==> src/rtl/lbsm_pkg.sv <==
// lbsm_pkg: shared widths, constants, types and the band edge function
// for the log-band spectrum bar meter
// no dependencies

package lbsm_pkg;

   // default sizing of the block
   localparam int NUM_BINS_DEF = 256;
   localparam int BANDS_DEF    = 32;

   // field widths
   localparam int MAG_W      = 16;
   localparam int BAND_NUM_W = 6;
   localparam int TICK_W     = 10;
   localparam int HEIGHT_W   = 7;
   localparam int SMOOTH_W   = 8;

   // configuration register file
   localparam int                CSR_IDX_W      = 1;
   localparam int                CSR_DATA_W     = 8;
   localparam logic [CSR_IDX_W-1:0] REG_BAR_HEIGHT = 1'b0;
   localparam logic [CSR_IDX_W-1:0] REG_DECAY      = 1'b1;

   localparam logic [HEIGHT_W-1:0] HEIGHT_RST = 7'd7;
   localparam logic [HEIGHT_W-1:0] HEIGHT_MAX = 7'd64;
   localparam logic [SMOOTH_W-1:0] SMOOTH_RST = 8'd128;
   localparam logic [SMOOTH_W-1:0] SMOOTH_MAX = 8'd253;

   // shared multiplier
   localparam int MUL_W  = 19;
   localparam int PROD_W = 2 * MUL_W;

   // floor(v / 5) = (v * RECIP5) >> RECIP5_SH for every v below 2^19
   localparam logic [MUL_W-1:0] RECIP5    = 19'd419431;
   localparam int               RECIP5_SH = 21;

   // band edges: floor(2^(EDGE_STEP * k / bands)), never above 128
   localparam int EDGE_W    = 9;
   localparam int EDGE_STEP = 7;
   localparam int EDGE_MAX  = 128;
   localparam int POW_W     = 512;

   // square root unit
   localparam int ROOT_W     = 10;
   localparam int RAD_W      = 2 * ROOT_W;
   localparam int ROOT_CNT_W = $clog2(ROOT_W);

   typedef struct packed {
      logic [MUL_W-1:0] a;
      logic [MUL_W-1:0] b;
   } mul_op_type;

   typedef struct packed {
      logic              done;
      logic [ROOT_W-1:0] root;
   } root_stat_type;

   // largest n with n^bands <= 2^(EDGE_STEP*k), by binary search over n
   function automatic logic [EDGE_W-1:0] band_edge(input int k, input int bands);
      logic [POW_W-1:0] pw;
      logic [POW_W-1:0] lim;
      int               lo;
      int               hi;
      int               mid;
      lo  = 1;
      hi  = EDGE_MAX;
      lim = POW_W'(1) << (EDGE_STEP * k);
      while (lo < hi) begin
         mid = (lo + hi + 1) >> 1;
         pw  = POW_W'(1);
         for (int i = 0; i < bands; i++) begin
            pw = pw * POW_W'(mid);
         end
         if (pw <= lim) begin
            lo = mid;
         end else begin
            hi = mid - 1;
         end
      end
      return EDGE_W'(lo);
   endfunction

endpackage

==> src/rtl/lbsm_bin_mem.sv <==
// lbsm_bin_mem: frame store of bin magnitudes, one write and one read port
// depends on lbsm_pkg

module lbsm_bin_mem #(
   parameter int  DEPTH  = lbsm_pkg::NUM_BINS_DEF,
   localparam int ADDR_W = $clog2(DEPTH)
) (
   input  logic                      clock,
   input  logic                      wr_en,
   input  logic [ADDR_W-1:0]         wr_addr,
   input  logic [lbsm_pkg::MAG_W-1:0] wr_data,
   input  logic                      rd_en,
   input  logic [ADDR_W-1:0]         rd_addr,
   output logic [lbsm_pkg::MAG_W-1:0] rd_data
);

   logic [lbsm_pkg::MAG_W-1:0] store_ff [DEPTH];
   logic [lbsm_pkg::MAG_W-1:0] rd_data_ff;

   // write port
   always_ff @(posedge clock) begin
      if (wr_en) begin
         store_ff[wr_addr] <= wr_data;
      end
   end

   // registered read port
   always_ff @(posedge clock) begin
      if (rd_en) begin
         rd_data_ff <= store_ff[rd_addr];
      end
   end

   assign rd_data = rd_data_ff;

endmodule

==> config.mk <==
export PLATFORM = sky130hd
export DESIGN_NAME = lbsm_bin_mem
export DESIGN_NICKNAME = d
export VERILOG_FILES = /design/src/rtl/lbsm_pkg.sv /design/src/rtl/lbsm_bin_mem.sv
export SDC_FILE = /design/constraint.sdc
export NUM_CORES = 2
export LEC_CHECK = 0
export BUFFER_PORTS_ARGS = -buffer_cell sky130_fd_sc_hd__buf_2
export CAP_MARGIN = 20
export CELL_PAD_IN_SITES_DETAIL_PLACEMENT = 1
export CELL_PAD_IN_SITES_GLOBAL_PLACEMENT = 2
export CORE_ASPECT_RATIO = 1.4
export CORE_MARGIN = 2
export CORE_UTILIZATION = 51
export CTS_CLUSTER_SIZE = 8
export DETAILED_ROUTE_END_ITERATION = 12
export PLACE_DENSITY_LB_ADDON = 0.1
export SETUP_SLACK_MARGIN = 0.5
export SLEW_MARGIN = 20
export SYNTH_ARGS = -nofsm -noshare
export SYNTH_HDL_FRONTEND = slang
export SYNTH_SLANG_ARGS = --single-unit
==> constraint.sdc <==
create_clock -name clock -period 3.7 [get_ports clock]
set_clock_uncertainty 0.15 [all_clocks]
set_input_delay 0.37 -clock clock [delete_from_list [all_inputs] [get_ports clock]]
set_output_delay 0.37 -clock clock [all_outputs]
set_load 0.02 [all_outputs]
==> reports/metrics.cfg <==
[timing]
min_period_over_period_pct=85.9
finalWorstSetupSlack_ns=0.521
relSlewSlack_pct=8.28
rsz0062_at_grt=false
worst_pin_slew_ns=1.37
setup_viol=0
hold_violations=0
fmax_mhz=315
post-route-min-period_ns=3.18
slew_violations=0

[final_layout]
fin_util_pct=59.7
area_growth_pct=16.6
final_layout_size_suffix_gt1_share_pct=29.1
finalNonFillerCells=12500
layout.nets=8354

[worst_setup_path]
reg2reg_depth=8
r2r_slack_ns=0.56
arrival_ns=3.77
regToRegEndpoint=rd_data[11]$_DFFE_PP_
worstPathRequired_ns=4.29
r2r-start=store_ff[142][11]$_DFFE_PP_
cp-endpoint=rd_data[5]$_DFFE_PP_
crit_type=in -> reg
cp-end-kind=flop
critPathLaunchType=primary input
critPathLaunch=rd_addr[0]
crit_fanout=25

[clock_tree]
cts.clk_slew.worst_paths_ns=0.05
cts_buffer_depth=4
cts_buffers=587
cts_tree=done
htreeDepth=6
clk_latency_ns=0.95
post_cts_buffers=0
cts_num_sinks=4112
cts_root_buf=clkbuf_16

[synthesis]
yosysTopAreaCellShare_pct=77.7
synth_area_mm2=0.159
syn_area_per_cell_um2=21.6
yosysWarnings=0
synthTopCellsByArea=edfxtp_1 (78%), mux4_2 (11%), mux2i_1 (3.6%)
async_flop_share_pct=0
ys_ff_latch=4112
yosysTopAreaCell=edfxtp_1
synth_edf_count=4112
ys_seq_area_share_pct=77.7
syn-num-nets=7395
synth.distinct_cells=51
postSynthCellCount=7360
synth_ff_type=edfxtp_1

[placement]
place_inst=11900
hpwl_um=288000
preCtsSetupSlack_ns=-0.536
port_buffers=50
gp_congestion=0.902

[job]
drv_cap=0

[route]
wl_per_cell_um=36.9
vias=80600
firstDrtPassIters=5
postRouteAntennaNets=0
drc_errors=0
dr.first_iter.drc_count=8049
via_per_inst=6.43
wl_um=463000

[grt]
grt_first_pass_wirelength_um=656000
grt_start_max_net_pins=117
grt_pass1_vias=86100
antenna_found_initial=21
grt_overflow=0
grt_use_total_pct=29.4

[status]
status=finished clean

[min_path]
hp-class=in -> reg
whs_path_depth=4

[floorplanning]
core_area_mm2=0.310
die_h_um=664
io_pins=51
start_util_pct=51.2
placement_rows=242
die-area_mm2=0.316
die_w_um=476

[power_and_ir_drop]
p_per_area_mw_per_mm2=562
p_total_w=0.104
ir_worst_vdd_mv=0.410
leakage_nw=60.0

synth_stat cells (2+ instances only):
cell type and number:
buf_12 5, buf_4 26, nor4bb_1 2, nand2_1 38
nand4_1 26, a211oi_1 18, nand3_1 35, buf_8 11
nor3_1 92, a2111oi_0 6, buf_6 77, mux2i_1 565
nor2b_1 9, o21ai_0 37, a21o_1 2, a31oi_1 6
a221oi_1 28, buf_1 27, inv_1 3, and3_1 11
nor4_1 17, buf_2 76, and4_1 2, clkbuf_1 230
mux2_2 88, o31ai_1 16, o221ai_1 252, mux4_2 797
nor2_1 304, edfxtp_1 4112, a22oi_1 43, a21oi_1 175
nand4b_1 3, or3_1 2, o32ai_1 20, o22ai_1 148
nand2b_1 3, or2_2 4, a22o_1 32
registers in the layout, summed over array words and instances, names as in the netlist:
| signal | cells |
|---|---|
| store_ff | 4096 |
| rd_data | 16 |
placed cells by master, fill, tap and decap left out, drive strengths merged, types with 20 or more instances in the layout:
cell / Yosys / routed
nor3: 92 / 92
edfxtp: 4112 / 4112
mux4: 797 / 797
o22ai: 148 / 148
o221ai: 253 / 253
mux2: 88 / 88
a221oi: 28 / 28
buf: 222 / 803
nand2: 38 / 38
inv: 4 / 20
a21oi: 175 / 175
clkbuf: 230 / 609
nand3: 35 / 35
mux2i: 565 / 565
nand4: 26 / 26
a22oi: 43 / 43
nor2: 304 / 304
a22o: 32 / 32
o21ai: 38 / 38
o32ai: 21 / 21
critical path, stage by stage:
cell	delay, ns
buf_12	0.16
buf_12	0.18
buf_12	0.21
buf_12	0.21
buf_12	0.24
mux2i_1	0.10
o221ai_1	0.30
o22ai_1	0.15
o31ai_1	0.98
buf_4	0.24
o32ai_1	0.11
buf_12	0.17
nor4_1	0.26
cell families (layout without fill, tap and decap cells):
kind of cell	count (synthesis)	after routing	share of synthesized area (%)
compound gates	786	786	3.53
flops	4112	4112	77.7
buf+inv	456	1463	1.69
other cells	0	10	0
simple gates	556	556	1.57
mux	1450	1450	15.5
where the power goes:
group	total (W)	internal, W	switching, W
combinational	0.00532	0.00192	0.00340
sequential	0.0516	0.0515	0.0000786
clock	0.0471	0.0287	0.0184
total	0.104	0.0821	0.0219
routing by layer:
metal	track usage (%)	vias to the layer above	share of wire, %	routed length, µm
met5	0	-	0.0052	24
met3	4.48	801	5.9	27300
li1	-	32900	-	-
met4	14.0	4	5.3	24600
met2	49.6	3138	51	235000
met1	37.5	43700	38	176000
timing repair:
item / CTS / global route
resized for setup: 6 / 4
hold buffers: 18 / 0
cloned: 0 / 0
setup endpoints to repair: 6 / 3
endpoints found under the hold margin: 1431 / 0
area by class of cell:
type	count	area, µm²
antenna	10	25.0
inverter	4	27.5
clock buffer	608	15200
fill	25600	125000
tap	4148	5190
clock inverter	29	363
multi-input combinational	2792	33100
timing repair buffer	822	7850
sequential	4112	123000
how the worst min path moves through the flow:
stage,startpoint,endpoint,slack [ns]
after floorplan,wr_data[0],store_ff[0][0]$_DFFE_PP_,0.32
after global placement,wr_data[3],store_ff[178][3]$_DFFE_PP_,0.68
after detailed placement,wr_data[3],store_ff[177][3]$_DFFE_PP_,0.69
after CTS,wr_addr[2],store_ff[142][8]$_DFFE_PP_,0.0008
after global routing,wr_addr[2],store_ff[141][2]$_DFFE_PP_,0.08
final,wr_addr[0],store_ff[135][6]$_DFFE_PP_,0.06
metrics by stage:
stage	TNS [ns]	instance area, µm²	hold WS, ns
2_1_floorplan	0	159000	0.319
5_1_grt	0	185000	0.0824
6_report	0	185000	0.0593
3_5_place_dp	-2.82	169000	0.686
3_3_place_gp	-2.93	169000	0.677
4_1_cts	0	185000	0.000751
Note: power is estimated with default switching activity, not from simulation.
