<file path="src/rtl/lbsm_pkg.sv">
// lbsm_pkg: shared widths, constants, types and the band edge function
// for the log-band spectrum bar meter
// no dependencies

package lbsm_pkg;

   // default sizing of the block
   localparam int NUM_BINS_DEF = 256;
   localparam int BANDS_DEF    = 32;

   // field widths
   localparam int MAG_W      = 16;
   localparam int BAND_NUM_W = 6;
   localparam int TICK_W     = 10;
   localparam int HEIGHT_W   = 7;
   localparam int SMOOTH_W   = 8;

   // configuration register file
   localparam int                CSR_IDX_W      = 1;
   localparam int                CSR_DATA_W     = 8;
   localparam logic [CSR_IDX_W-1:0] REG_BAR_HEIGHT = 1'b0;
   localparam logic [CSR_IDX_W-1:0] REG_DECAY      = 1'b1;

   localparam logic [HEIGHT_W-1:0] HEIGHT_RST = 7'd7;
   localparam logic [HEIGHT_W-1:0] HEIGHT_MAX = 7'd64;
   localparam logic [SMOOTH_W-1:0] SMOOTH_RST = 8'd128;
   localparam logic [SMOOTH_W-1:0] SMOOTH_MAX = 8'd253;

   // shared multiplier
   localparam int MUL_W  = 19;
   localparam int PROD_W = 2 * MUL_W;

   // floor(v / 5) = (v * RECIP5) >> RECIP5_SH for every v below 2^19
   localparam logic [MUL_W-1:0] RECIP5    = 19'd419431;
   localparam int               RECIP5_SH = 21;

   // band edges: floor(2^(EDGE_STEP * k / bands)), never above 128
   localparam int EDGE_W    = 9;
   localparam int EDGE_STEP = 7;
   localparam int EDGE_MAX  = 128;
   localparam int POW_W     = 512;

   // square root unit
   localparam int ROOT_W     = 10;
   localparam int RAD_W      = 2 * ROOT_W;
   localparam int ROOT_CNT_W = $clog2(ROOT_W);

   typedef struct packed {
      logic [MUL_W-1:0] a;
      logic [MUL_W-1:0] b;
   } mul_op_type;

   typedef struct packed {
      logic              done;
      logic [ROOT_W-1:0] root;
   } root_stat_type;

   // largest n with n^bands <= 2^(EDGE_STEP*k), by binary search over n
   function automatic logic [EDGE_W-1:0] band_edge(input int k, input int bands);
      logic [POW_W-1:0] pw;
      logic [POW_W-1:0] lim;
      int               lo;
      int               hi;
      int               mid;
      lo  = 1;
      hi  = EDGE_MAX;
      lim = POW_W'(1) << (EDGE_STEP * k);
      while (lo < hi) begin
         mid = (lo + hi + 1) >> 1;
         pw  = POW_W'(1);
         for (int i = 0; i < bands; i++) begin
            pw = pw * POW_W'(mid);
         end
         if (pw <= lim) begin
            lo = mid;
         end else begin
            hi = mid - 1;
         end
      end
      return EDGE_W'(lo);
   endfunction

endpackage

</file>
<file path="src/rtl/lbsm_mul.sv">
// lbsm_mul: shared registered multiplier used by every product of the band walk
// depends on lbsm_pkg

module lbsm_mul (
   input  logic                        clock,
   input  lbsm_pkg::mul_op_type        op,
   output logic [lbsm_pkg::PROD_W-1:0] product
);

   logic [lbsm_pkg::PROD_W-1:0] product_ff;
   logic [lbsm_pkg::PROD_W-1:0] product_in;

   // one multiply per cycle, result in the following cycle
   assign product_in = lbsm_pkg::PROD_W'(op.a) * lbsm_pkg::PROD_W'(op.b);

   always_ff @(posedge clock) begin
      product_ff <= product_in;
   end

   assign product = product_ff;

endmodule

</file>
<file path="config.mk">
export PLATFORM = sky130hd
export DESIGN_NAME = lbsm_mul
export DESIGN_NICKNAME = d
export VERILOG_FILES = /design/src/rtl/lbsm_pkg.sv /design/src/rtl/lbsm_mul.sv
export SDC_FILE = /design/constraint.sdc
export NUM_CORES = 1
export LEC_CHECK = 0
export BUFFER_PORTS_ARGS = -buffer_cell sky130_fd_sc_hd__buf_2
export CORE_UTILIZATION = 50
export CTS_BUF_LIST = sky130_fd_sc_hd__clkbuf_8
export CTS_CLUSTER_DIAMETER = 40
export DETAILED_ROUTE_END_ITERATION = 7
export GPL_ROUTABILITY_DRIVEN = 1
export PLACE_DENSITY = 0.73
export SETUP_SLACK_MARGIN = 0.05
export SLEW_MARGIN = 15
export SYNTH_ARGS = -nofsm -noshare
export SYNTH_HDL_FRONTEND = slang
export SYNTH_SLANG_ARGS = --single-unit
</file>
<file path="constraint.sdc">
create_clock -name clock -period 6.8 [get_ports clock]
set_clock_uncertainty 0.05 [all_clocks]
set_input_delay 1.36 -clock clock [delete_from_list [all_inputs] [get_ports clock]]
set_output_delay 1.36 -clock clock [all_outputs]
set_load 0.1 [all_outputs]
</file>
==> run summary <==
The flow ran to the end, and the final reports show no timing, DRC or antenna violations. Summed over all layers, the routed wires come to 30.1 mm. The number of clock buffers added by TritonCTS is 5. After detailed routing, the number of vias per cell comes to 5.14.

The critical path goes through buf_2 -> and2_1 -> fa_1 -> inv_1 -> fa_1 -> fa_1 -> inv_1 -> fa_1 -> fa_1 -> inv_1 -> fa_1 -> inv_1 -> ha_1 -> and4_2 -> a221oi_4 -> nor2_1 -> nor2_2 -> nor3b_2 -> xnor2_1. Measured against the total synthesized area, the mux share comes to 0.117%. The HPWL after detailed placement is 26.1 mm. Hold timing on the final database bottoms out at a slack of 1.49 ns. The number of different library cells used by synthesis comes to 60. The initial utilization of the core area, before any placement, comes to 51.1%. Highest clock rate: 154 MHz. For the yosys synthesis warning count, the log shows 0. During I/O placement, the number of pins put on the boundary was 77. The pin count of the biggest net entering global routing came out at 20. Fill cells in the final layout number 2229. For the data arrival time of the worst path, the log shows 6.69 ns. The count of flip-flops with a built-in enable after synthesis was 0. The number of placed instances, taps included, is 1854. Share of the synthesized netlist area taken by xor and xnor gates: 2.18%. The number of antenna violations at the first check in global routing was 1.

For this design, the slowest cell found on the critical path is sky130_fd_sc_hd__fa_1. 0 antenna diodes ended up in the layout. In this run the most critical hold path is launched from op[0]. The run gives 2 as the maximum buffer depth of the clock tree. The clock tree synthesis step divided the H-tree into 2 levels. Cells with a size suffix above 1 make up 12.3% of the layout.

The adder-cell area share of the yosys netlist was 56.8%; the net count after synthesis was 1877. The flip-flop count of the largest register after layout came out at 38. TritonCTS built the clock tree. For this run, the slowest stage of the critical path takes 0.56 ns. The simple-gate area share of the yosys netlist came out at 17.9%.

Setup repair after global routing could not meet its margin everywhere. The post-synthesis sequential area ratio is 5.91%, and the total number of vias is 9563. At the worst endpoint, the required time is 6.98 ns.

A synthesized cell averages 9.01 um^2. Measured along the x axis, the die boundary spans 162 um. The main flop type after synthesis is sky130_fd_sc_hd__dfxtp_1. Yosys attributes the largest share of cell area to sky130_fd_sc_hd__fa_1, sky130_fd_sc_hd__ha_1, sky130_fd_sc_hd__inv_1. The number of search-and-repair iterations in the first detailed-routing pass was 5. The number of endpoints with negative hold slack in the final report is 0, and the core region area is 25200 um^2.

Counting I/O delays and the setup requirement, the final critical path takes 6.51 ns. Number of endpoints failing setup at the final stage: 0. The initialized floorplan defines 58 standard-cell rows. The path class of the tightest hold or removal check is input pin to register.

For the number of nets at the end of the flow, the log shows 1981. Main combinational cell family by area after synthesis: adder cells. Buffers added to address setup during post-CTS repair amount to 0. The overall fraction of global-route tracks in use is 24.5%.

The cell type contributing the most total cell area after synthesis was sky130_fd_sc_hd__fa_1. In this run the cell area of the synthesized design comes to 12900 um^2. The filler-free cell count of the finished design is 1862, and the count of buffers inserted at the top-level ports is 76. Startpoint class of the critical path: an input pin. For the pin with the worst max-slew slack, the measured transition is 0.549 ns. After detailed routing, the average wire length per cell comes to 16.2 um. In this run the clock root is driven by a sky130_fd_sc_hd__clkbuf_8. Kind of cell adding the most delay to the critical path: adder cells.

The max-capacitance violation count is 0. The worst path uses 95.7% of the clock period. For this design, the CTS-stage hold fixing added 0 buffers.

The first global-routing pass estimated 50.4 mm of wire. From synthesis to final layout, the design area changed by 10.3%. The CTS sink count was 38; the final weighted congestion of routability-driven global placement was 0.891. The clock-pin slew of the registers on the worst-case setup and hold paths is 0.08 ns, and the number of instances in the synthesized netlist is 1427.

The overall overflow remaining after global route was 0; the largest driver fanout on the critical path was 14. After synthesis, the share of flip-flops with an asynchronous set or reset is 0%. The fraction of the mapped netlist area in compound gates works out to 5.22%. The number of synthesized register bits works out to 38.

The via count of the first global-routing pass came out at 10400. Tightest slew margin relative to the limit: 62.5%. The most numerous cell type found on the critical path is sky130_fd_sc_hd__fa_1. The critical path is of the input pin to register type. The tools report the total die area as 26400 um^2. The height of the die is 162 um.

Tracing the worst setup path back leads to its startpoint at op[4]. For this run, design rule violations remaining after detail routing come to 0. Post-CTS repair changed the size of 0 cells.

Element type at the critical path end: a register. The count of nets left with antenna violations once routing finished came out at 0. The critical path contains buffers and inverters numbering 5 combined. The number of pins exceeding their max-slew limit in the final report came out at 0.

For this block, the initial DRC count from the detailed router was 438. The fraction of synthesized cell area taken by the top area cell type works out to 44.8%.
cell type report:
| cell class | count | area, um^2 | share of cell area (%) |
|---|---|---|---|
| well taps | 330 | 413 | 2.91 |
| clock inverters | 3 | 40.0 | 0.282 |
| repair buffers | 150 | 990 | 6.97 |
| flip-flops and latches | 38 | 761 | 5.36 |
| inverters | 353 | 1330 | 9.34 |
| clock buffers | 5 | 68.8 | 0.485 |
| multi-input cells | 983 | 10600 | 74.6 |
cell usage in the layout, fill, tap and decap left out, drive strengths merged, types with 6 or more instances in the layout:
master | Yosys | final
a21o | 9 | 9
a21oi | 38 | 38
and2 | 203 | 203
and3 | 6 | 6
buf | 5 | 145
clkbuf | 48 | 10
dfxtp | 38 | 38
fa | 288 | 288
ha | 123 | 123
inv | 353 | 353
nand2 | 181 | 181
nand3 | 7 | 7
nor2 | 18 | 18
nor3 | 9 | 9
o21ai | 21 | 21
xnor2 | 20 | 20
xor2 | 12 | 12
cell usage after synthesis, types with 2 or more instances:
master	n
sky130_fd_sc_hd__buf_1	3
sky130_fd_sc_hd__o21ai_1	6
sky130_fd_sc_hd__nand2_1	181
sky130_fd_sc_hd__nor2_1	17
sky130_fd_sc_hd__nor3b_2	2
sky130_fd_sc_hd__nor3_1	9
sky130_fd_sc_hd__nor3b_1	2
sky130_fd_sc_hd__o21a_1	4
sky130_fd_sc_hd__dfxtp_1	38
sky130_fd_sc_hd__inv_1	353
sky130_fd_sc_hd__a2111oi_0	2
sky130_fd_sc_hd__a21o_1	8
sky130_fd_sc_hd__a21oi_2	5
sky130_fd_sc_hd__nand4_1	4
sky130_fd_sc_hd__a21oi_1	33
sky130_fd_sc_hd__fa_1	288
sky130_fd_sc_hd__xnor2_1	20
sky130_fd_sc_hd__o21ai_0	14
sky130_fd_sc_hd__clkbuf_1	47
sky130_fd_sc_hd__nand3b_1	2
sky130_fd_sc_hd__and3_1	3
sky130_fd_sc_hd__a211oi_2	3
sky130_fd_sc_hd__o31ai_1	2
sky130_fd_sc_hd__nand3_1	6
sky130_fd_sc_hd__and3_4	2
sky130_fd_sc_hd__and2_1	202
sky130_fd_sc_hd__a211oi_1	2
sky130_fd_sc_hd__xor2_1	12
sky130_fd_sc_hd__ha_1	123
sky130_fd_sc_hd__o211ai_1	4
through the flow:
stage	utilization (%)	setup WS, ns	area [um^2]	TNS (ns)
floorplan	-	0.0898	12900	0
global placement	55.8	-0.106	14000	-0.219
global route	56.4	0.0427	14200	0
detailed placement	55.8	-0.123	14000	-0.553
CTS	56.2	0.180	14100	0
finish	56.4	0.291	14200	0
routing by layer:
layer	vias to the layer above	GRT usage (%)	routed length, um
met4	0	10.1	1270
met2	228	44.5	16100
li1	4396	-	-
met1	4868	29.9	11700
met3	71	2.24	1050
met5	-	0	0
cells by family (layout without fill, tap and decap cells):
group / count (synthesis) / after routing
simple gates: 441 / 441
fa+ha+maj: 411 / 411
buf+inv: 406 / 511
compound gates: 98 / 98
flops: 38 / 38
xor+xnor: 32 / 32
mux: 1 / 1
worst paths after layout:
kind                  cells after the start  slack [ns]     endpoint
worst min-delay path                      2        1.49   product[0]
worst max-delay path                     19        0.29  product[31]
Power is not shown: default switching activity piles up to over one toggle a cycle in this logic, so the estimate is an artifact.
