==> config.mk <==
export PLATFORM = sky130hd
export DESIGN_NAME = lbsm_peak_mem
export DESIGN_NICKNAME = d
export VERILOG_FILES = /design/src/rtl/lbsm_pkg.sv /design/src/rtl/lbsm_peak_mem.sv
export SDC_FILE = /design/constraint.sdc
export NUM_CORES = 1
export LEC_CHECK = 0
export ABC_AREA = 0
export BUFFER_PORTS_ARGS = -buffer_cell sky130_fd_sc_hd__buf_2
export CELL_PAD_IN_SITES_DETAIL_PLACEMENT = 0
export CELL_PAD_IN_SITES_GLOBAL_PLACEMENT = 1
export CORE_ASPECT_RATIO = 1.1
export CORE_MARGIN = 2
export CORE_UTILIZATION = 59
export DETAILED_ROUTE_END_ITERATION = 8
export PLACE_DENSITY_LB_ADDON = 0.1
export SETUP_SLACK_MARGIN = 0.15
export SLEW_MARGIN = 30
export SYNTH_ARGS = -nofsm -noshare
export SYNTH_HDL_FRONTEND = slang
export SYNTH_SLANG_ARGS = --single-unit
export TNS_END_PERCENT = 20
==> constraint.sdc <==
create_clock -name clock -period 3.4 [get_ports clock]
set_input_delay 0.34 -clock clock [delete_from_list [all_inputs] [get_ports clock]]
set_output_delay 0.34 -clock clock [all_outputs]
set_load 0.01 [all_outputs]
==> src/rtl/lbsm_pkg.sv <==
// lbsm_pkg: shared widths, constants, types and the band edge function
// for the log-band spectrum bar meter
// no dependencies

package lbsm_pkg;

   // default sizing of the block
   localparam int NUM_BINS_DEF = 256;
   localparam int BANDS_DEF    = 32;

   // field widths
   localparam int MAG_W      = 16;
   localparam int BAND_NUM_W = 6;
   localparam int TICK_W     = 10;
   localparam int HEIGHT_W   = 7;
   localparam int SMOOTH_W   = 8;

   // configuration register file
   localparam int                CSR_IDX_W      = 1;
   localparam int                CSR_DATA_W     = 8;
   localparam logic [CSR_IDX_W-1:0] REG_BAR_HEIGHT = 1'b0;
   localparam logic [CSR_IDX_W-1:0] REG_DECAY      = 1'b1;

   localparam logic [HEIGHT_W-1:0] HEIGHT_RST = 7'd7;
   localparam logic [HEIGHT_W-1:0] HEIGHT_MAX = 7'd64;
   localparam logic [SMOOTH_W-1:0] SMOOTH_RST = 8'd128;
   localparam logic [SMOOTH_W-1:0] SMOOTH_MAX = 8'd253;

   // shared multiplier
   localparam int MUL_W  = 19;
   localparam int PROD_W = 2 * MUL_W;

   // floor(v / 5) = (v * RECIP5) >> RECIP5_SH for every v below 2^19
   localparam logic [MUL_W-1:0] RECIP5    = 19'd419431;
   localparam int               RECIP5_SH = 21;

   // band edges: floor(2^(EDGE_STEP * k / bands)), never above 128
   localparam int EDGE_W    = 9;
   localparam int EDGE_STEP = 7;
   localparam int EDGE_MAX  = 128;
   localparam int POW_W     = 512;

   // square root unit
   localparam int ROOT_W     = 10;
   localparam int RAD_W      = 2 * ROOT_W;
   localparam int ROOT_CNT_W = $clog2(ROOT_W);

   typedef struct packed {
      logic [MUL_W-1:0] a;
      logic [MUL_W-1:0] b;
   } mul_op_type;

   typedef struct packed {
      logic              done;
      logic [ROOT_W-1:0] root;
   } root_stat_type;

   // largest n with n^bands <= 2^(EDGE_STEP*k), by binary search over n
   function automatic logic [EDGE_W-1:0] band_edge(input int k, input int bands);
      logic [POW_W-1:0] pw;
      logic [POW_W-1:0] lim;
      int               lo;
      int               hi;
      int               mid;
      lo  = 1;
      hi  = EDGE_MAX;
      lim = POW_W'(1) << (EDGE_STEP * k);
      while (lo < hi) begin
         mid = (lo + hi + 1) >> 1;
         pw  = POW_W'(1);
         for (int i = 0; i < bands; i++) begin
            pw = pw * POW_W'(mid);
         end
         if (pw <= lim) begin
            lo = mid;
         end else begin
            hi = mid - 1;
         end
      end
      return EDGE_W'(lo);
   endfunction

endpackage

==> src/rtl/lbsm_peak_mem.sv <==
// lbsm_peak_mem: held peak per band, with per-entry valid bits so that
// unwritten entries read as zero after reset; depends on lbsm_pkg

module lbsm_peak_mem #(
   parameter int  ADDR_W = 5,
   localparam int DEPTH  = 1 << ADDR_W
) (
   input  logic                      clock,
   input  logic                      reset,
   input  logic                      wr_en,
   input  logic [ADDR_W-1:0]         wr_addr,
   input  logic [lbsm_pkg::MAG_W-1:0] wr_data,
   input  logic                      rd_en,
   input  logic [ADDR_W-1:0]         rd_addr,
   output logic [lbsm_pkg::MAG_W-1:0] rd_data
);

   logic [lbsm_pkg::MAG_W-1:0] peak_ff [DEPTH];
   logic [DEPTH-1:0]           valid_ff;
   logic [DEPTH-1:0]           valid_in;
   logic [lbsm_pkg::MAG_W-1:0] rd_data_ff;
   logic                       rd_valid_ff;
   logic                       rd_valid_in;

   // valid bit set on first write of an entry
   always_comb begin
      valid_in = valid_ff;
      if (wr_en) begin
         valid_in[wr_addr] = 1'b1;
      end
   end

   // read valid follows the addressed entry on each read
   always_comb begin
      rd_valid_in = rd_valid_ff;
      if (rd_en) begin
         rd_valid_in = valid_ff[rd_addr];
      end
   end

   always_ff @(posedge clock) begin
      if (reset) begin
         valid_ff    <= '0;
         rd_valid_ff <= 1'b0;
      end else begin
         valid_ff    <= valid_in;
         rd_valid_ff <= rd_valid_in;
      end
   end

   // storage and registered read
   always_ff @(posedge clock) begin
      if (wr_en) begin
         peak_ff[wr_addr] <= wr_data;
      end
      if (rd_en) begin
         rd_data_ff <= peak_ff[rd_addr];
      end
   end

   assign rd_data = rd_valid_ff ? rd_data_ff : '0;

endmodule

==> metrics, run 1 <==
post-cts sizing count=0; CTS H-tree lvls=2; Hold WC Path Type=input pin to flop; EDFF count, synth=about 530; critical path startpoint category=flop; Clock transition at path regs=about 0.060 ns; DR DRC count=0; post-route cell area=between 20000 and 25000 um^2; final wirelength=46510 um; status=finished, final reports clean; Yosys Warn Count=0; static leakage=roughly 7.8 nW; first-pass GRT wire length=slightly below 70000 um; synth top area cells=edfxtp_1, mux4_2, dfxtp_1, nor2_1, mux2_2; Pre-antenna DRT Iters=5; Mapped Nets=~980; Seq cells post-synth=around 560; clock skew=roughly 0.011 ns; WS Path Type=flop to primary output; largest net degree at the start of global routing=56; crit path DAT=about 1.9 ns; TritonCTS clock tree=yes; via count=a little under 10000; setup ws final=around 1.2 ns; GRT Util Overall=0.2560; most instantiated cells after synthesis=edfxtp_1, mux4_2, nor2_1, dfxtp_1, clkbuf_1; Cell Area, Synth=21390 um^2; f_max=around 450 MHz; vias per inst=between 6 and 7; MaxCap Viol Count=0; Critical Path End Type=primary output; worst slack, placed=between 0.7 and 0.8 ns; Initial Utilization=0.5958; routability congestion estimate=between 0.7 and 0.8; Hold-fix buffers, CTS=0; crit path time final=approximately 2.2 ns; share of cells above drive strength 1=0.3476; total gr overflow=0; Cell Rows=between 70 and 80; cell taking the most area after synthesis=edfxtp_1; clock root buffer=clkbuf_16; crit path max fanout=17; Rel. slew slack=0.4908; Post-DP HPWL=roughly 26000 um; unrepaired setup endpoints after global routing=no; critical path required time=3.06 ns; Distinct cells, synth=23; input/output buffers=45; most instantiated library cell after synthesis=edfxtp_1; Setup-failing EPs final=0; detailed router's first-iteration violation count=between 1000 and 1500; Core Area=between 30000 and 40000 um^2; Antenna Violating Nets Remaining=0; die width=roughly 190 um; Synth top area share=0.7413; CTS Buffer Depth=3; Num CTS Buffers=54; Wirelength per Cell=a little under 30 um; Mapped Cells=approximately 950; mean post-synth cell area=around 22 um^2; IO Count=46; Hold Violations, Final=0; Synth async-reset ratio=0; Area growth, synth to finish=13.93%; FF-to-FF setup slack=around 1.4 ns; antenna violations before repair=2; predominant post-synthesis flop cell=edfxtp_1; ANT cells=0; final cycle utilization of the critical path=0.6598; Peak VDD IR=a little over 0.0004 V; Clock Sinks=around 560; die height=just over 200 um; Final Net Count=approximately 1100; number of post-CTS setup repair buffers=0; placed cell areas=roughly 23000 um^2; vias in the first global route=just over 10000; sequential area share after synthesis=0.7722; PD cells=between 500 and 600 nW/um^2; Skew-Pair Late Insertion Delay=slightly below 0.6 ns; Least-Margin Pin Slew=between 0.7 and 0.8 ns; die area=37790 um^2; Max Slew Vio Count=0; Final TNS setup=0 ns
worst paths after layout:
| check | from | endpoint | cells past startpoint |
|---|---|---|---|
| max | rd_valid_ff | rd_data[2] | 2 |
| min | reset | valid_ff[21] | 2 |
| max reg2reg | peak_ff[31][13] | rd_data_ff[13] | 3 |
| min reg2reg | valid_ff[31] | valid_ff[31] | 2 |
registers in the layout (all words and copies together), names as in the netlist:
name and count:
rd_data_ff 16, peak_ff 512, valid_ff 32, rd_valid_ff 1
worst max-delay path, stage by stage (launching register included):
cell and delay (ns):
dfxtp_1 0.81, and2_1 0.32, buf_2 0.19
layer usage:
metal / share of wire / wire (um) / GRT usage / vias up
li1: - / - / - / 4145
met5: 0.00024 / 11 / 0 / -
met1: 0.40 / 18650 / 0.3671 / 5220
met3: 0.074 / 3452 / 0.04250 / 72
met2: 0.51 / 23500 / 0.4216 / 438
met4: 0.019 / 896 / 0.06074 / 2
report_power, final:
part	internal (W)	switching [W]
Clock	0.00366	0.00246
Combinational	0.000302	0.000381
Sequential	0.00766	0.0000355
metrics by stage:
step | utilization | cells | total power, W | hold slack, ns
floorplan | - | 951 | 0.008242 | 0.4389
global placement | 0.6280 | 1482 | 0.008522 | 0.4473
detailed placement | 0.6280 | 1482 | 0.008534 | 0.4568
CTS | 0.6788 | 1583 | 0.01459 | 0.2477
global route | 0.6788 | 1583 | 0.01488 | 0.2765
finish | 0.6788 | 1583 | 0.01449 | 0.2562
cell usage in the layout, fill, tap and decap left out, drive strengths merged:
| cell | netlist | final |
|---|---|---|
| a211oi | 1 | 1 |
| a21oi | 3 | 3 |
| a22oi | 4 | 4 |
| a311oi | 1 | 1 |
| and2 | 17 | 17 |
| and3 | 1 | 1 |
| buf | 25 | 91 |
| bufinv | 0 | 8 |
| clkbuf | 22 | 70 |
| clkinv | 0 | 21 |
| clkinvlp | 0 | 1 |
| dfxtp | 33 | 33 |
| edfxtp | 528 | 528 |
| inv | 0 | 1 |
| mux2 | 16 | 16 |
| mux2i | 16 | 16 |
| mux4 | 160 | 160 |
| nand2 | 6 | 6 |
| nand2b | 2 | 2 |
| nand3 | 6 | 6 |
| nand3b | 5 | 5 |
| nor2 | 99 | 99 |
| nor2b | 2 | 2 |
| or3 | 1 | 1 |
| or3b | 3 | 3 |
area by class of cell:
cell class | count | area, um^2
timing repair buffer | 91 | 699.4
sequential | 561 | 16520
clock buffer | 70 | 1475
multi-input combinational | 343 | 4717
fill | 2320 | 11530
tap | 487 | 609.3
clock inverter | 31 | 350.3
kinds of logic (layout without fill, tap and decap cells):
kind of cell,count (synthesis),in the layout,share of synthesized area
flops,561,561,0.7722
mux,192,192,0.1844
simple gates,142,142,0.02954
buf+inv,47,192,0.01100
compound gates,9,9,0.002867
(Power assumes the default switching activity.)
==> inputs of run 2 (changes only) <==
--- a/config.mk
+++ b/config.mk
@@ -5,13 +5,13 @@
 export SDC_FILE = /design/constraint.sdc
 export NUM_CORES = 1
 export LEC_CHECK = 0
-export ABC_AREA = 0
+export ABC_AREA = 1
 export BUFFER_PORTS_ARGS = -buffer_cell sky130_fd_sc_hd__buf_2
 export CELL_PAD_IN_SITES_DETAIL_PLACEMENT = 0
 export CELL_PAD_IN_SITES_GLOBAL_PLACEMENT = 1
 export CORE_ASPECT_RATIO = 1.1
 export CORE_MARGIN = 2
-export CORE_UTILIZATION = 59
+export CORE_UTILIZATION = 46
 export DETAILED_ROUTE_END_ITERATION = 8
 export PLACE_DENSITY_LB_ADDON = 0.1
 export SETUP_SLACK_MARGIN = 0.15
==> constraint.sdc (replaced) <==
create_clock -name clock -period 1.89 [get_ports clock]
set_input_delay 0.189 -clock clock [delete_from_list [all_inputs] [get_ports clock]]
set_output_delay 0.189 -clock clock [all_outputs]
set_load 0.01 [all_outputs]
==> run 2 against run 1 <==
Against the previous run: power is 85% higher; critical endpoint is now rd_data[1]; first-iteration DRC count increased by 22%; area after synthesis up 5.8%; synthesized cell count up 100%; largest cell class unchanged; clock skew rose by 0.0079 ns; wire length increased by 37%; die area is 35% higher; via count is 52% higher; non-clock buffer count up 84; count of clock-buffer cells in the layout grew 5; clock power grew 81%.
==> metrics, run 2 <==
largest registers=peak_ff x512, valid_ff x32, rd_data_ff x16; Yosys Warn Count=0 (unchanged); mean post-synth cell area=11.78 um^2 (-48%); Mapped Cells=1922 (+100%); crit path DAT=1.48 ns (-0.42 ns); critical path required time=1.70 ns (-1.36 ns); Final TNS setup=0 ns (unchanged); Cell Rows=85 (+16%); Hold Path Depth=4 (+2); Min-Delay Endpoint=rd_data_ff[6]; detailed router's first-iteration violation count=1366 (+22%); Clock Sinks=561 (unchanged); WS Path Type=flop to primary output; most frequent cells in the layout=edfxtp_1, nand2_1, nor2_1; Wirelength per Cell=23.36 um (-20%); status=finished, final reports clean; die width=215.5 um (+16%); PD cells=1010 nW/um^2 (+70%); final wirelength=63850 um (+37%); number of post-CTS setup repair buffers=0 (unchanged); antenna violations before repair=0 (-2); total gr overflow=0 (unchanged); Setup-failing EPs final=0 (unchanged); Core Area=48820 um^2 (+36%); most instantiated library cell after synthesis=edfxtp_1; share of cells above drive strength 1=0.1404 (-0.2072); Distinct cells, synth=19 (-17%); final cycle utilization of the critical path=0.8834; most instantiated cells after synthesis=edfxtp_1, nand2_1, nor2_1, nand3_1, o21ai_0; synth top area cells=edfxtp_1, nand2_1, nor2_1, nand3_1, dfxtp_1; Cell Area, Synth=22640 um^2 (+5.8%); routability congestion estimate=0.8085 (+8.1%); Hold Crit Start=rd_addr[4]; Peak VDD IR=0.0008921 V (+120%); first-pass GRT wire length=94760 um (+40%); FF-to-FF path depth=7 (+4); Seq pwr share=0.516 (-0.015); Clock transition at path regs=0.06 ns (about the same); GRT Util Overall=0.2526 (-0.003356); vias in the first global route=14617 (+43%); Antenna Violating Nets Remaining=0 (unchanged); crit path time final=between 1.5 and 2 ns; IO Count=46 (unchanged); Critical Path End Type=primary output; Final Net Count=2064 (+91%); die height=236.7 um (+16%); predominant post-synthesis flop cell=edfxtp_1; sequential area share after synthesis=0.7296 (-0.04256); crit path max fanout=16 (-1); EDFF count, synth=528 (unchanged); max FFs per register=512 (unchanged); TritonCTS clock tree=yes; cell taking the most area after synthesis=edfxtp_1; f_max=598.9 MHz; most common cell after layout, fill and taps aside=edfxtp_1; clock root buffer=clkbuf_16; Crit Reg-Reg Startpoint=peak_ff[10][9]; fill cell count=4092 (+76%); CTS H-tree lvls=2 (unchanged); Net Sw Power=0.005945 W (+110%); Mapped Nets=1952 (+99%); Switching Fraction=0.2219 (+0.02361); static leakage=9.618 nW (+23%); Post-DP HPWL=38540 um (+50%); Num CTS Buffers=56 (+3.7%); FF-to-FF setup slack=0.28 ns (-1.13 ns); Synth async-reset ratio=0 (unchanged); share of power burned in the clock network=0.416 (-0.006); MaxCap Viol Count=0 (unchanged); CTS Buffer Depth=3 (unchanged); Pint=0.02085 W (+79%); critical path startpoint category=flop; Pre-antenna DRT Iters=5 (unchanged); Area growth, synth to finish=17.21%; via count=14985 (+52%); Hold WC Path Type=input pin to flop; setup ws final=0.2204 ns (-0.9363 ns); hold_ws=0.1308 ns (-0.1254 ns); Rel. slew slack=0.4751 (-0.01571); input/output buffers=45 (unchanged); worst slack, placed=-0.08994 ns (-0.8159 ns); clock skew=0.01927 ns (+0.007945 ns); die area=51000 um^2 (+35%); Skew-Pair Late Insertion Delay=0.61 ns (+0.03 ns); Seq cells post-synth=561 (unchanged); unrepaired setup endpoints after global routing=no; post-route cell area=26530 um^2 (+8.9%); Biggest register=peak_ff; Comb pwr share=0.068 (+0.021); largest net degree at the start of global routing=56 (unchanged); Max Slew Vio Count=0 (unchanged); Crit Reg-Reg Endpoint=rd_data_ff[9]; Least-Margin Pin Slew=0.7873 ns (+0.02357 ns); Synth top area share=0.7005 (-0.04085); Hold Violations, Final=0 (unchanged); placed cell areas=24660 um^2 (+9.4%); Initial Utilization=0.4637 (-0.1321); vias per inst=5.483 (-12%); DR DRC count=0 (unchanged)
-- run 2: how the worst max path moves through the flow --
stage | from | to | slack (ns) | cells after the start
floorplan | wr_en | peak_ff[31][0] | 0.21 | 4
global route | rd_valid_ff | rd_data[2] | 0.15 | 4
finish | rd_valid_ff | rd_data[1] | 0.22 | 4
detailed placement | rd_addr[0] | rd_data_ff[0] | -0.09 | 10
CTS | rd_valid_ff | rd_data[1] | 0.18 | 4
global placement | rd_addr[0] | rd_data_ff[0] | -0.11 | 10
-- run 2: repair_timing --
action | in CTS | in global routing
setup endpoints to repair | 6 | 4
hold buffers | 1 | 0
hold endpoints to repair | 15 | 0
resized for setup | 1 | 1
-- run 2: through the flow --
stage / util / instances / total power, W
finish: 0.5435 / 2733 / 0.02679
global route: 0.5435 / 2732 / 0.02760
CTS: 0.5434 / 2732 / 0.02699
detailed placement: 0.5052 / 2627 / 0.01593
global placement: 0.5052 / 2627 / 0.01592
floorplan: - / 1922 / 0.01500
-- run 2: kinds of logic (layout without fill, tap and decap cells) --
| logic type | after synthesis | in the layout | synth area share |
|---|---|---|---|
| AOI/OAI and AO/OA | 290 | 290 | 0.07308 |
| buffers and inverters | 160 | 318 | 0.03792 |
| DFF | 561 | 561 | 0.7296 |
| other | 0 | 1 | 0 |
| and+or+nand+nor | 911 | 911 | 0.1594 |
-- run 2: metal layers --
metal / wire (um) / up-vias / part of all wire / GRT usage
met5: 0 / - / 0 / 0
met4: 1186 / 0 / 0.019 / 0.06249
met3: 3265 / 73 / 0.051 / 0.02646
met2: 32120 / 421 / 0.50 / 0.4366
met1: 27280 / 7527 / 0.43 / 0.3446
li1: - / 6964 / - / -
-- run 2: power groups by stage --
stage | combinational, W | sequential [W] | clock [W]
finish | 0.00183 | 0.0138 | 0.0111
global route | 0.00200 | 0.0138 | 0.0118
floorplan | 0.000933 | 0.0141 | 0
detailed placement | 0.00183 | 0.0141 | 0
global placement | 0.00182 | 0.0141 | 0
CTS | 0.00184 | 0.0138 | 0.0113
-- run 2: area by class of cell --
cell class                      count  area (um^2)  area share
Clock buffer                       75         1577     0.05942
Multi-Input combinational cell   1201         5341      0.2013
Inverter                           39        157.7    0.005942
Antenna cell                        1        2.502  0.00009432
Tap cell                          652        815.8     0.03075
Timing Repair Buffer              175         1848     0.06965
Clock inverter                     29        274.0     0.01033
Sequential cell                   561        16520      0.6225
-- run 2: critical path, cell delays in order (launching register included) --
cell     delay [ns]
dfxtp_1        0.36
buf_8          0.19
nand2_1        0.12
inv_1          0.08
buf_2          0.12
