===== config.mk =====
export PLATFORM = sky130hd
export DESIGN_NAME = lbsm_isqrt
export DESIGN_NICKNAME = d
export VERILOG_FILES = /design/src/rtl/lbsm_pkg.sv /design/src/rtl/lbsm_isqrt.sv
export SDC_FILE = /design/constraint.sdc
export NUM_CORES = 1
export LEC_CHECK = 0
export ABC_AREA = 1
export ABC_CLOCK_PERIOD_IN_PS = 3000
export BUFFER_PORTS_ARGS = -buffer_cell sky130_fd_sc_hd__buf_2
export CAP_MARGIN = 20
export CORE_UTILIZATION = 35
export DETAILED_ROUTE_END_ITERATION = 8
export GPL_TIMING_DRIVEN = 0
export PLACE_DENSITY_LB_ADDON = 0.15
export SLEW_MARGIN = 40
export SYNTH_ARGS = -nofsm -noshare
export SYNTH_HDL_FRONTEND = slang
export SYNTH_SLANG_ARGS = --single-unit

===== constraint.sdc =====
create_clock -name clock -period 3 [get_ports clock]
set_input_delay 0.3 -clock clock [delete_from_list [all_inputs] [get_ports clock]]
set_output_delay 0.3 -clock clock [all_outputs]
set_load 0.1 [all_outputs]

===== src/rtl/lbsm_pkg.sv =====
// lbsm_pkg: shared widths, constants, types and the band edge function
// for the log-band spectrum bar meter
// no dependencies

package lbsm_pkg;

   // default sizing of the block
   localparam int NUM_BINS_DEF = 256;
   localparam int BANDS_DEF    = 32;

   // field widths
   localparam int MAG_W      = 16;
   localparam int BAND_NUM_W = 6;
   localparam int TICK_W     = 10;
   localparam int HEIGHT_W   = 7;
   localparam int SMOOTH_W   = 8;

   // configuration register file
   localparam int                CSR_IDX_W      = 1;
   localparam int                CSR_DATA_W     = 8;
   localparam logic [CSR_IDX_W-1:0] REG_BAR_HEIGHT = 1'b0;
   localparam logic [CSR_IDX_W-1:0] REG_DECAY      = 1'b1;

   localparam logic [HEIGHT_W-1:0] HEIGHT_RST = 7'd7;
   localparam logic [HEIGHT_W-1:0] HEIGHT_MAX = 7'd64;
   localparam logic [SMOOTH_W-1:0] SMOOTH_RST = 8'd128;
   localparam logic [SMOOTH_W-1:0] SMOOTH_MAX = 8'd253;

   // shared multiplier
   localparam int MUL_W  = 19;
   localparam int PROD_W = 2 * MUL_W;

   // floor(v / 5) = (v * RECIP5) >> RECIP5_SH for every v below 2^19
   localparam logic [MUL_W-1:0] RECIP5    = 19'd419431;
   localparam int               RECIP5_SH = 21;

   // band edges: floor(2^(EDGE_STEP * k / bands)), never above 128
   localparam int EDGE_W    = 9;
   localparam int EDGE_STEP = 7;
   localparam int EDGE_MAX  = 128;
   localparam int POW_W     = 512;

   // square root unit
   localparam int ROOT_W     = 10;
   localparam int RAD_W      = 2 * ROOT_W;
   localparam int ROOT_CNT_W = $clog2(ROOT_W);

   typedef struct packed {
      logic [MUL_W-1:0] a;
      logic [MUL_W-1:0] b;
   } mul_op_type;

   typedef struct packed {
      logic              done;
      logic [ROOT_W-1:0] root;
   } root_stat_type;

   // largest n with n^bands <= 2^(EDGE_STEP*k), by binary search over n
   function automatic logic [EDGE_W-1:0] band_edge(input int k, input int bands);
      logic [POW_W-1:0] pw;
      logic [POW_W-1:0] lim;
      int               lo;
      int               hi;
      int               mid;
      lo  = 1;
      hi  = EDGE_MAX;
      lim = POW_W'(1) << (EDGE_STEP * k);
      while (lo < hi) begin
         mid = (lo + hi + 1) >> 1;
         pw  = POW_W'(1);
         for (int i = 0; i < bands; i++) begin
            pw = pw * POW_W'(mid);
         end
         if (pw <= lim) begin
            lo = mid;
         end else begin
            hi = mid - 1;
         end
      end
      return EDGE_W'(lo);
   endfunction

endpackage


===== src/rtl/lbsm_isqrt.sv =====
// lbsm_isqrt: iterative integer square root, one result bit per cycle
// depends on lbsm_pkg

module lbsm_isqrt (
   input  logic                        clock,
   input  logic                        reset,
   input  logic                        start,
   input  logic [lbsm_pkg::RAD_W-1:0]  radicand,
   output lbsm_pkg::root_stat_type     stat
);

   localparam int REM_W = lbsm_pkg::ROOT_W + 3;

   logic [lbsm_pkg::RAD_W-1:0]      rad_ff;
   logic [lbsm_pkg::RAD_W-1:0]      rad_in;
   logic [REM_W-1:0]                rem_ff;
   logic [REM_W-1:0]                rem_in;
   logic [lbsm_pkg::ROOT_W-1:0]     root_ff;
   logic [lbsm_pkg::ROOT_W-1:0]     root_in;
   logic [lbsm_pkg::ROOT_CNT_W-1:0] cnt_ff;
   logic [lbsm_pkg::ROOT_CNT_W-1:0] cnt_in;
   logic                            busy_ff;
   logic                            busy_in;
   logic                            done_ff;
   logic                            done_in;
   logic [REM_W-1:0]                rem_sh;
   logic [REM_W-1:0]                trial;

   // bring down the next two radicand bits and try the next root bit
   assign rem_sh = {rem_ff[lbsm_pkg::ROOT_W:0], rad_ff[lbsm_pkg::RAD_W-1 -: 2]};
   assign trial  = REM_W'({root_ff, 2'b01});

   always_comb begin
      rad_in  = rad_ff;
      rem_in  = rem_ff;
      root_in = root_ff;
      cnt_in  = cnt_ff;
      busy_in = busy_ff;
      done_in = done_ff;
      if (start) begin
         rad_in  = radicand;
         rem_in  = '0;
         root_in = '0;
         cnt_in  = lbsm_pkg::ROOT_CNT_W'(lbsm_pkg::ROOT_W - 1);
         busy_in = 1'b1;
         done_in = 1'b0;
      end else if (busy_ff) begin
         rad_in = rad_ff << 2;
         if (rem_sh >= trial) begin
            rem_in  = rem_sh - trial;
            root_in = {root_ff[lbsm_pkg::ROOT_W-2:0], 1'b1};
         end else begin
            rem_in  = rem_sh;
            root_in = {root_ff[lbsm_pkg::ROOT_W-2:0], 1'b0};
         end
         if (cnt_ff == '0) begin
            busy_in = 1'b0;
            done_in = 1'b1;
         end else begin
            cnt_in = cnt_ff - 1'b1;
         end
      end
   end

   always_ff @(posedge clock) begin
      if (reset) begin
         busy_ff <= 1'b0;
         done_ff <= 1'b0;
      end else begin
         busy_ff <= busy_in;
         done_ff <= done_in;
      end
   end

   // datapath
   always_ff @(posedge clock) begin
      rad_ff  <= rad_in;
      rem_ff  <= rem_in;
      root_ff <= root_in;
      cnt_ff  <= cnt_in;
   end

   assign stat.done = done_ff;
   assign stat.root = root_ff;

endmodule


==> summary.md, run 1 <==
| Metric | Value |
|---|---|
| Synth Instances | 342 |
| Post-synthesis net count | 378 |
| Fmax | 522 MHz |
| Pleak | 1.51 nW |
| CP Max Fanout | 10 |
| IO Count | 34 |
| Seq/Total Area, Yosys | 44.2% |
| Setup violations, final | 0 |
| Yosys cell types | 34 |
| Clock Skew | 0.00686 ns |
| Layout cell share with drive strength beyond 1 | 13.6% |
| H-tree depth | 2 |
| DIE AREA | 7720 sq um |
| CP Capture Type | flip-flop |
| RSZ-0062 raised after global routing | false |
| Filler Cell Count | 753 |
| Part of the power in the clock network | 16.8% |
| Initial core utilization | 37.2% |
| CP startpoint kind | flip-flop |
| Core Rows | 30 |
| Number of vias in the routed layout | 2,164 |
| Yosys reg bits | 47 |
| Synth top area cells | edfxtp_1, dfxtp_1, nand2_1 |
| Final worst path period share | 63.9% |
| Total gr overflow | 0 |
| Setup Buffers After CTS | 0 |
| Worst-Skew Late Latency | 0.29 ns |
| TritonCTS clock tree | done |
| Die W | 87.9 um |
| Die H | 87.9 um |
| IO Port Bufs | 32 |
| Ys async rst share | 0% |
| Wire length of the first global-routing pass | 9450 um |
| DRC viols | 0 |
| Avg Vias per Cell | 4.53 |
| Final min period | 1.92 ns |
| Synth area leader | edfxtp_1 |
| Max IR drop VDD | 0.290 mV |
| Area share of the largest cell type after synthesis | 23.3% |
| Most common cell in the netlist | nand2_1 |
| Primary FF master, synth | dfxtp_1 |
| Max Cap Viol | 0 |
| Combinational power share | 48.8% |
| GPL Wtd Cong | 0.783 |
| Pwr/cell area | 779 nW/um^2 |
| Post-detailed-route count of antenna-violating nets | 0 |
| Power Total | 2.30 mW |
| Yosys warning total | 0 |
| TNS Setup | 0 ns |
| EDFF count, synth | 20 |
| Initial DRC count | 82 |
| List of most frequent post-synthesis cells | nand2_1, inv_1, dfxtp_1 |
| Initial antenna violation count | 0 |
| Syn Area/Cell | 7.54 sq um |
| WL/cell | 11.5 um |
| Largest net degree at the start of global routing | 30 |
| Switching Fraction | 41.9% |
| Final core utilization | 42.5% |
| Int Pwr | 1.34 mW |
| CP Data Required Time | 3.18 ns |
| Ant. Diodes | 0 |
| HP Class | input pin to flip-flop |
| Flop2flop setup slack | 1.08 ns |
| Routed WL | 5480 um |
| GR Util All Layers | 15.8% |
| Vias in the first global route | 2,105 |
| Worst-margin pin slew | 0.625 ns |
| Synthesized area | 2580 sq um |
| Core area | 6940 sq um |
| Sequential share of power | 34.4% |
| Clk pin slew, worst setup/hold paths | 0.08 ns |
| # resized after CTS | 0 |
| Root Buffer | clkbuf_8 |
| Cts bufs inserted | 5 |
| Arrival @ worst endpoint | 2.10 ns |
| Worst hold margin | 0.179 ns |
| CTS Hold Bufs | 0 |
| Worst slew margin relative to its limit | 58.2% |
| Total Nets Final | 417 |
| Switching pwr | 962 uW |
| Area growth syn-to-layout | 14.4% |
| CTS Buffer Depth | 2 |
| Pre-antenna DRT Iters | 4 |
| Pins Over Slew Limit | 0 |
| Status | finished clean |
| Critical path class | flip-flop to flip-flop |
| Sink Count | 47 |
| Final Hold Viols | 0 |
| HPWL Detailed | 4250 um |
## worst max-delay path: stages (launching register included)
cell      delay [ns]
dfxtp_1         0.35
inv_1           0.07
ha_1            0.39
nand2_1         0.11
nor2_1          0.16
nand3_1         0.10
nand2_2         0.09
nor2_4          0.05
nand2_4         0.12
buf_6           0.16
nand2_1         0.06
o211ai_1        0.08
nand2_1         0.06
## registers in the layout, summed over array words and instances, names as in the netlist
| name | flops |
|---|---|
| busy_ff | 1 |
| cnt_ff | 4 |
| done_ff | 1 |
| root_ff | 10 |
| rem_ff | 11 |
| rad_ff | 20 |
## cell type report
cell class | count | area, sq um | share of cell area [%]
multi-input cells | 234 | 1200 | 40.6
inverters | 53 | 199 | 6.74
flip-flops and latches | 47 | 1140 | 38.7
clock buffers | 7 | 86.3 | 2.93
well taps | 96 | 120 | 4.07
plain buffers | 8 | 41.3 | 1.40
repair buffers | 32 | 160 | 5.43
clock inverters | 1 | 3.75 | 0.127
## power groups by stage
stage	Sequential [mW]	Combinational, mW	Clock, mW
floorplan	0.837	0.867	0
global placement	0.805	1.13	0
detailed placement	0.806	1.12	0
CTS	0.792	1.13	0.400
global route	0.802	1.29	0.426
finish	0.791	1.12	0.386
## cell families after synthesis
group	synth area share, %
DFF	44.2
and+or+nand+nor	30.1
adders and majority gates	6.30
buffers and inverters	9.31
AOI/OAI and AO/OA	8.39
xor gates and xnor gates	1.70
## cell usage in the layout (no fill, tap or decap), types with 2 or more instances in the layout
| cell | Yosys | layout |
|---|---|---|
| a21oi_1 | 8 | 8 |
| o21ai_0 | 4 | 4 |
| nand4_1 | 4 | 4 |
| clkbuf_1 | 5 | 6 |
| xnor2_1 | 4 | 4 |
| inv_1 | 50 | 50 |
| clkinv_1 | 2 | 3 |
| nor2_1 | 13 | 13 |
| o22ai_1 | 9 | 9 |
| edfxtp_1 | 20 | 20 |
| o211ai_1 | 4 | 4 |
| dfxtp_1 | 27 | 27 |
| nand3_1 | 23 | 23 |
| nor2_2 | 2 | 2 |
| o211ai_2 | 2 | 2 |
| nand2_1 | 133 | 133 |
| a21oi_2 | 2 | 2 |
| a31oi_1 | 2 | 2 |
| clkbuf_8 | 0 | 6 |
| buf_2 | 0 | 32 |
| ha_1 | 13 | 13 |
## metrics by stage
step | setup slack (ns) | std cells | cell area (sq um)
floorplan | 0.539 | 342 | 2580
global placement | 1.09 | 470 | 2860
detailed placement | 1.10 | 470 | 2860
CTS | 1.07 | 478 | 2950
global route | 0.848 | 478 | 2950
finish | 1.08 | 478 | 2950
## per-layer routing
layer  vias up  GRT usage [%]  wire length [um]
met2        36           27.9              2590
met1       951           20.0              2630
met3         7           1.98               189
met4         0           4.92                74
li1       1170              -                 -
met5         -              0                 0
## final timing paths
kind	startpoint	end	cells past startpoint
worst min register to register	cnt_ff[0]$_SDFFE_PP1P_	cnt_ff[0]$_SDFFE_PP1P_	2
worst max register to register	root_ff[0]$_SDFFE_PP0P_	rem_ff[6]$_SDFFE_PP0P_	12
worst min-delay path	reset	busy_ff$_SDFF_PP0_	2
worst max-delay path	root_ff[0]$_SDFFE_PP0P_	rem_ff[6]$_SDFFE_PP0P_	12
Power figures use the tool's default switching activity.
==> inputs of run 2 (changes only) <==
--- a/config.mk
+++ b/config.mk
@@ -6,7 +6,7 @@
 export NUM_CORES = 1
 export LEC_CHECK = 0
 export ABC_AREA = 1
-export ABC_CLOCK_PERIOD_IN_PS = 3000
+export ABC_CLOCK_PERIOD_IN_PS = 1700
 export BUFFER_PORTS_ARGS = -buffer_cell sky130_fd_sc_hd__buf_2
 export CAP_MARGIN = 20
 export CORE_UTILIZATION = 35
==> constraint.sdc (replaced) <==
create_clock -name clock -period 1.7 [get_ports clock]
set_input_delay 0.17 -clock clock [delete_from_list [all_inputs] [get_ports clock]]
set_output_delay 0.17 -clock clock [all_outputs]
set_load 0.1 [all_outputs]
==> summary.md, run 2 (same netlist as run 1, synthesis figures left out) <==
| Metric | Value |
|---|---|
| CP Capture Type | flip-flop |
| Cts bufs inserted | 5 |
| TritonCTS clock tree | done |
| Pleak | 1.66 nW |
| IO Count | 34 |
| Die H | 87.9 um |
| WL/cell | 11.8 um |
| HP Class | input pin to flip-flop |
| Most frequent cells in the layout | nand2_1, inv_1, buf_2 |
| Final core utilization | 49.5% |
| Pre-antenna DRT Iters | 6 |
| DIE AREA | 7720 sq um |
| Routed WL | 5890 um |
| Root Buffer | clkbuf_8 |
| Worst hold margin | 0.0320 ns |
| Worst path top cell family by delay | simple AND/OR/NAND/NOR gates |
| Worst slew margin relative to its limit | 58.0% |
| Switching Fraction | 41.7% |
| Area growth syn-to-layout | 33.4% |
| IO Port Bufs | 32 |
| Worst-Skew Late Latency | 0.31 ns |
| Non-filler cells, final | 497 |
| Initial core utilization | 37.2% |
| Largest net degree at the start of global routing | 30 |
| CTS Buffer Depth | 2 |
| Sequential share of power | 29.4% |
| CP Cell Sequence | inv_4, ha_4, nand2_2, nand2_2, nand2_2, a21oi_2, nor2_4, nand2_4, buf_8, o211ai_1, nand2_1 |
| CP Max Fanout | 10 |
| Initial antenna violation count | 0 |
| Pins Over Slew Limit | 0 |
| Largest Register | rad_ff |
| Worst-margin pin slew | 0.629 ns |
| Die W | 87.9 um |
| Largest register FFs | 20 |
| Layout cell share with drive strength beyond 1 | 35.4% |
| Final min period | 1.79 ns |
| Core Rows | 30 |
| Worst setup margin | -0.0851 ns |
| Sink Count | 47 |
| Number of vias in the routed layout | 2,266 |
| Clk pin slew, worst setup/hold paths | 0.09 ns |
| Slowest cell on crit path | dfxtp_4 |
| CP Data Required Time | 1.89 ns |
| Max Cap Viol | 0 |
| Int Pwr | 2.83 mW |
| Place WS | -0.257 ns |
| Critical path's largest stage delay | 0.36 ns |
| Final worst path period share | 105% |
| GR Util All Layers | 16.2% |
| Setup violations, final | 4 |
| Wire length of the first global-routing pass | 9540 um |
| Vias in the first global route | 2,150 |
| Total gr overflow | 0 |
| Filler Cell Count | 695 |
| Ant. Diodes | 0 |
| Switching pwr | 2.02 mW |
| CP startpoint kind | flip-flop |
| Combinational power share | 56.5% |
| Pwr/cell area | 1410 nW/um^2 |
| DRC viols | 0 |
| Failing checks | setup timing |
| Most common cell type on the critical path | nand2_2 |
| Worst path bufs/invs | 2 |
| Clock Skew | 0.00796 ns |
| Arrival @ worst endpoint | 1.97 ns |
| H-tree depth | 2 |
| Status | finished with violations |
| Critical path class | flip-flop to flip-flop |
| HPWL Detailed | 4100 um |
| Final Hold Viols | 0 |
| Placed Cells | 470 |
| Part of the power in the clock network | 14.0% |
| CTS Hold Bufs | 0 |
| Biggest regs | rad_ff x20, rem_ff x11, root_ff x10 |
| Initial DRC count | 133 |
| GPL Wtd Cong | 0.825 |
| Max IR drop VDD | 0.459 mV |
| Core area | 6940 sq um |
| Fmax | 560 MHz |
| Total Nets Final | 436 |
| Post-detailed-route count of antenna-violating nets | 0 |
| Commonest non-fill, non-tap cell in the layout | nand2_1 |
| RSZ-0062 raised after global routing | true |
| Avg Vias per Cell | 4.56 |
run 2: cell types whose count changed in the layout (fill, tap and decap cells not counted), sizes merged:
cell and delta:
buf +19, clkinvlp +1, clkbuf -2, clkinv +1
run 2: cell type report:
| cell class | count | area, sq um | share of cell area [%] |
|---|---|---|---|
| clock inverter | 3 | 20.0 | 0.582 |
| inverter | 53 | 230 | 6.69 |
| buffer | 8 | 45.0 | 1.31 |
| sequential | 47 | 1190 | 34.6 |
| multi-input combinational | 234 | 1450 | 42.2 |
| timing repair buffer | 51 | 314 | 9.13 |
| tap | 96 | 120 | 3.49 |
| clock buffer | 5 | 68.8 | 2.00 |
run 2: timing repair:
| item | 4_1_cts | 5_1_grt |
|---|---|---|
| gates resized for setup | 16 | 31 |
| setup endpoints to repair | 40 | 12 |
| pin swaps | 6 | 18 |
| setup buffers | 11 | 8 |
| gates cloned | 0 | 0 |
run 2: through the flow:
stage	cell area (sq um)	power [mW]	TNS, ns
3_5_place_dp	3070	3.55	-8.33
2_1_floorplan	2790	3.16	-0.850
4_1_cts	3280	4.55	-0.0878
6_report	3440	4.85	-0.173
5_1_grt	3440	5.24	-1.37
3_3_place_gp	3070	3.54	-8.24
run 2: routing by layer:
metal | share of wire, % | global-route usage, %
met3 | 2.8 | 3.11
met4 | 1.1 | 5.51
met1 | 48 | 20.3
met5 | 0 | 0
met2 | 48 | 27.7
run 2: power by group through the flow:
stage,combinational [mW],sequential (mW),clock (mW)
after floorplan,1.65,1.50,0
after global placement,2.08,1.45,0
after detailed placement,2.10,1.45,0
after CTS,2.41,1.43,0.710
after global routing,3.04,1.44,0.749
final,2.74,1.43,0.679
run 2: final timing paths:
kind	start	depth (start not counted)	slack [ns]	to
worst min register to register	done_ff$_SDFFE_PP0P_	2	0.46	done_ff$_SDFFE_PP0P_
worst max-delay path	root_ff[4]$_SDFFE_PP0P_	11	-0.09	rem_ff[6]$_SDFFE_PP0P_
worst min-delay path	reset	2	0.03	busy_ff$_SDFF_PP0_
worst max register to register	root_ff[4]$_SDFFE_PP0P_	11	-0.09	rem_ff[6]$_SDFFE_PP0P_
run 2: worst register-to-register path: stages, from the launching register on:
cell	delay (ns)
dfxtp_4	0.36
inv_4	0.04
ha_4	0.26
nand2_2	0.07
nand2_2	0.07
nand2_2	0.07
a21oi_2	0.07
nor2_4	0.14
nand2_4	0.09
buf_8	0.15
o211ai_1	0.28
nand2_1	0.08
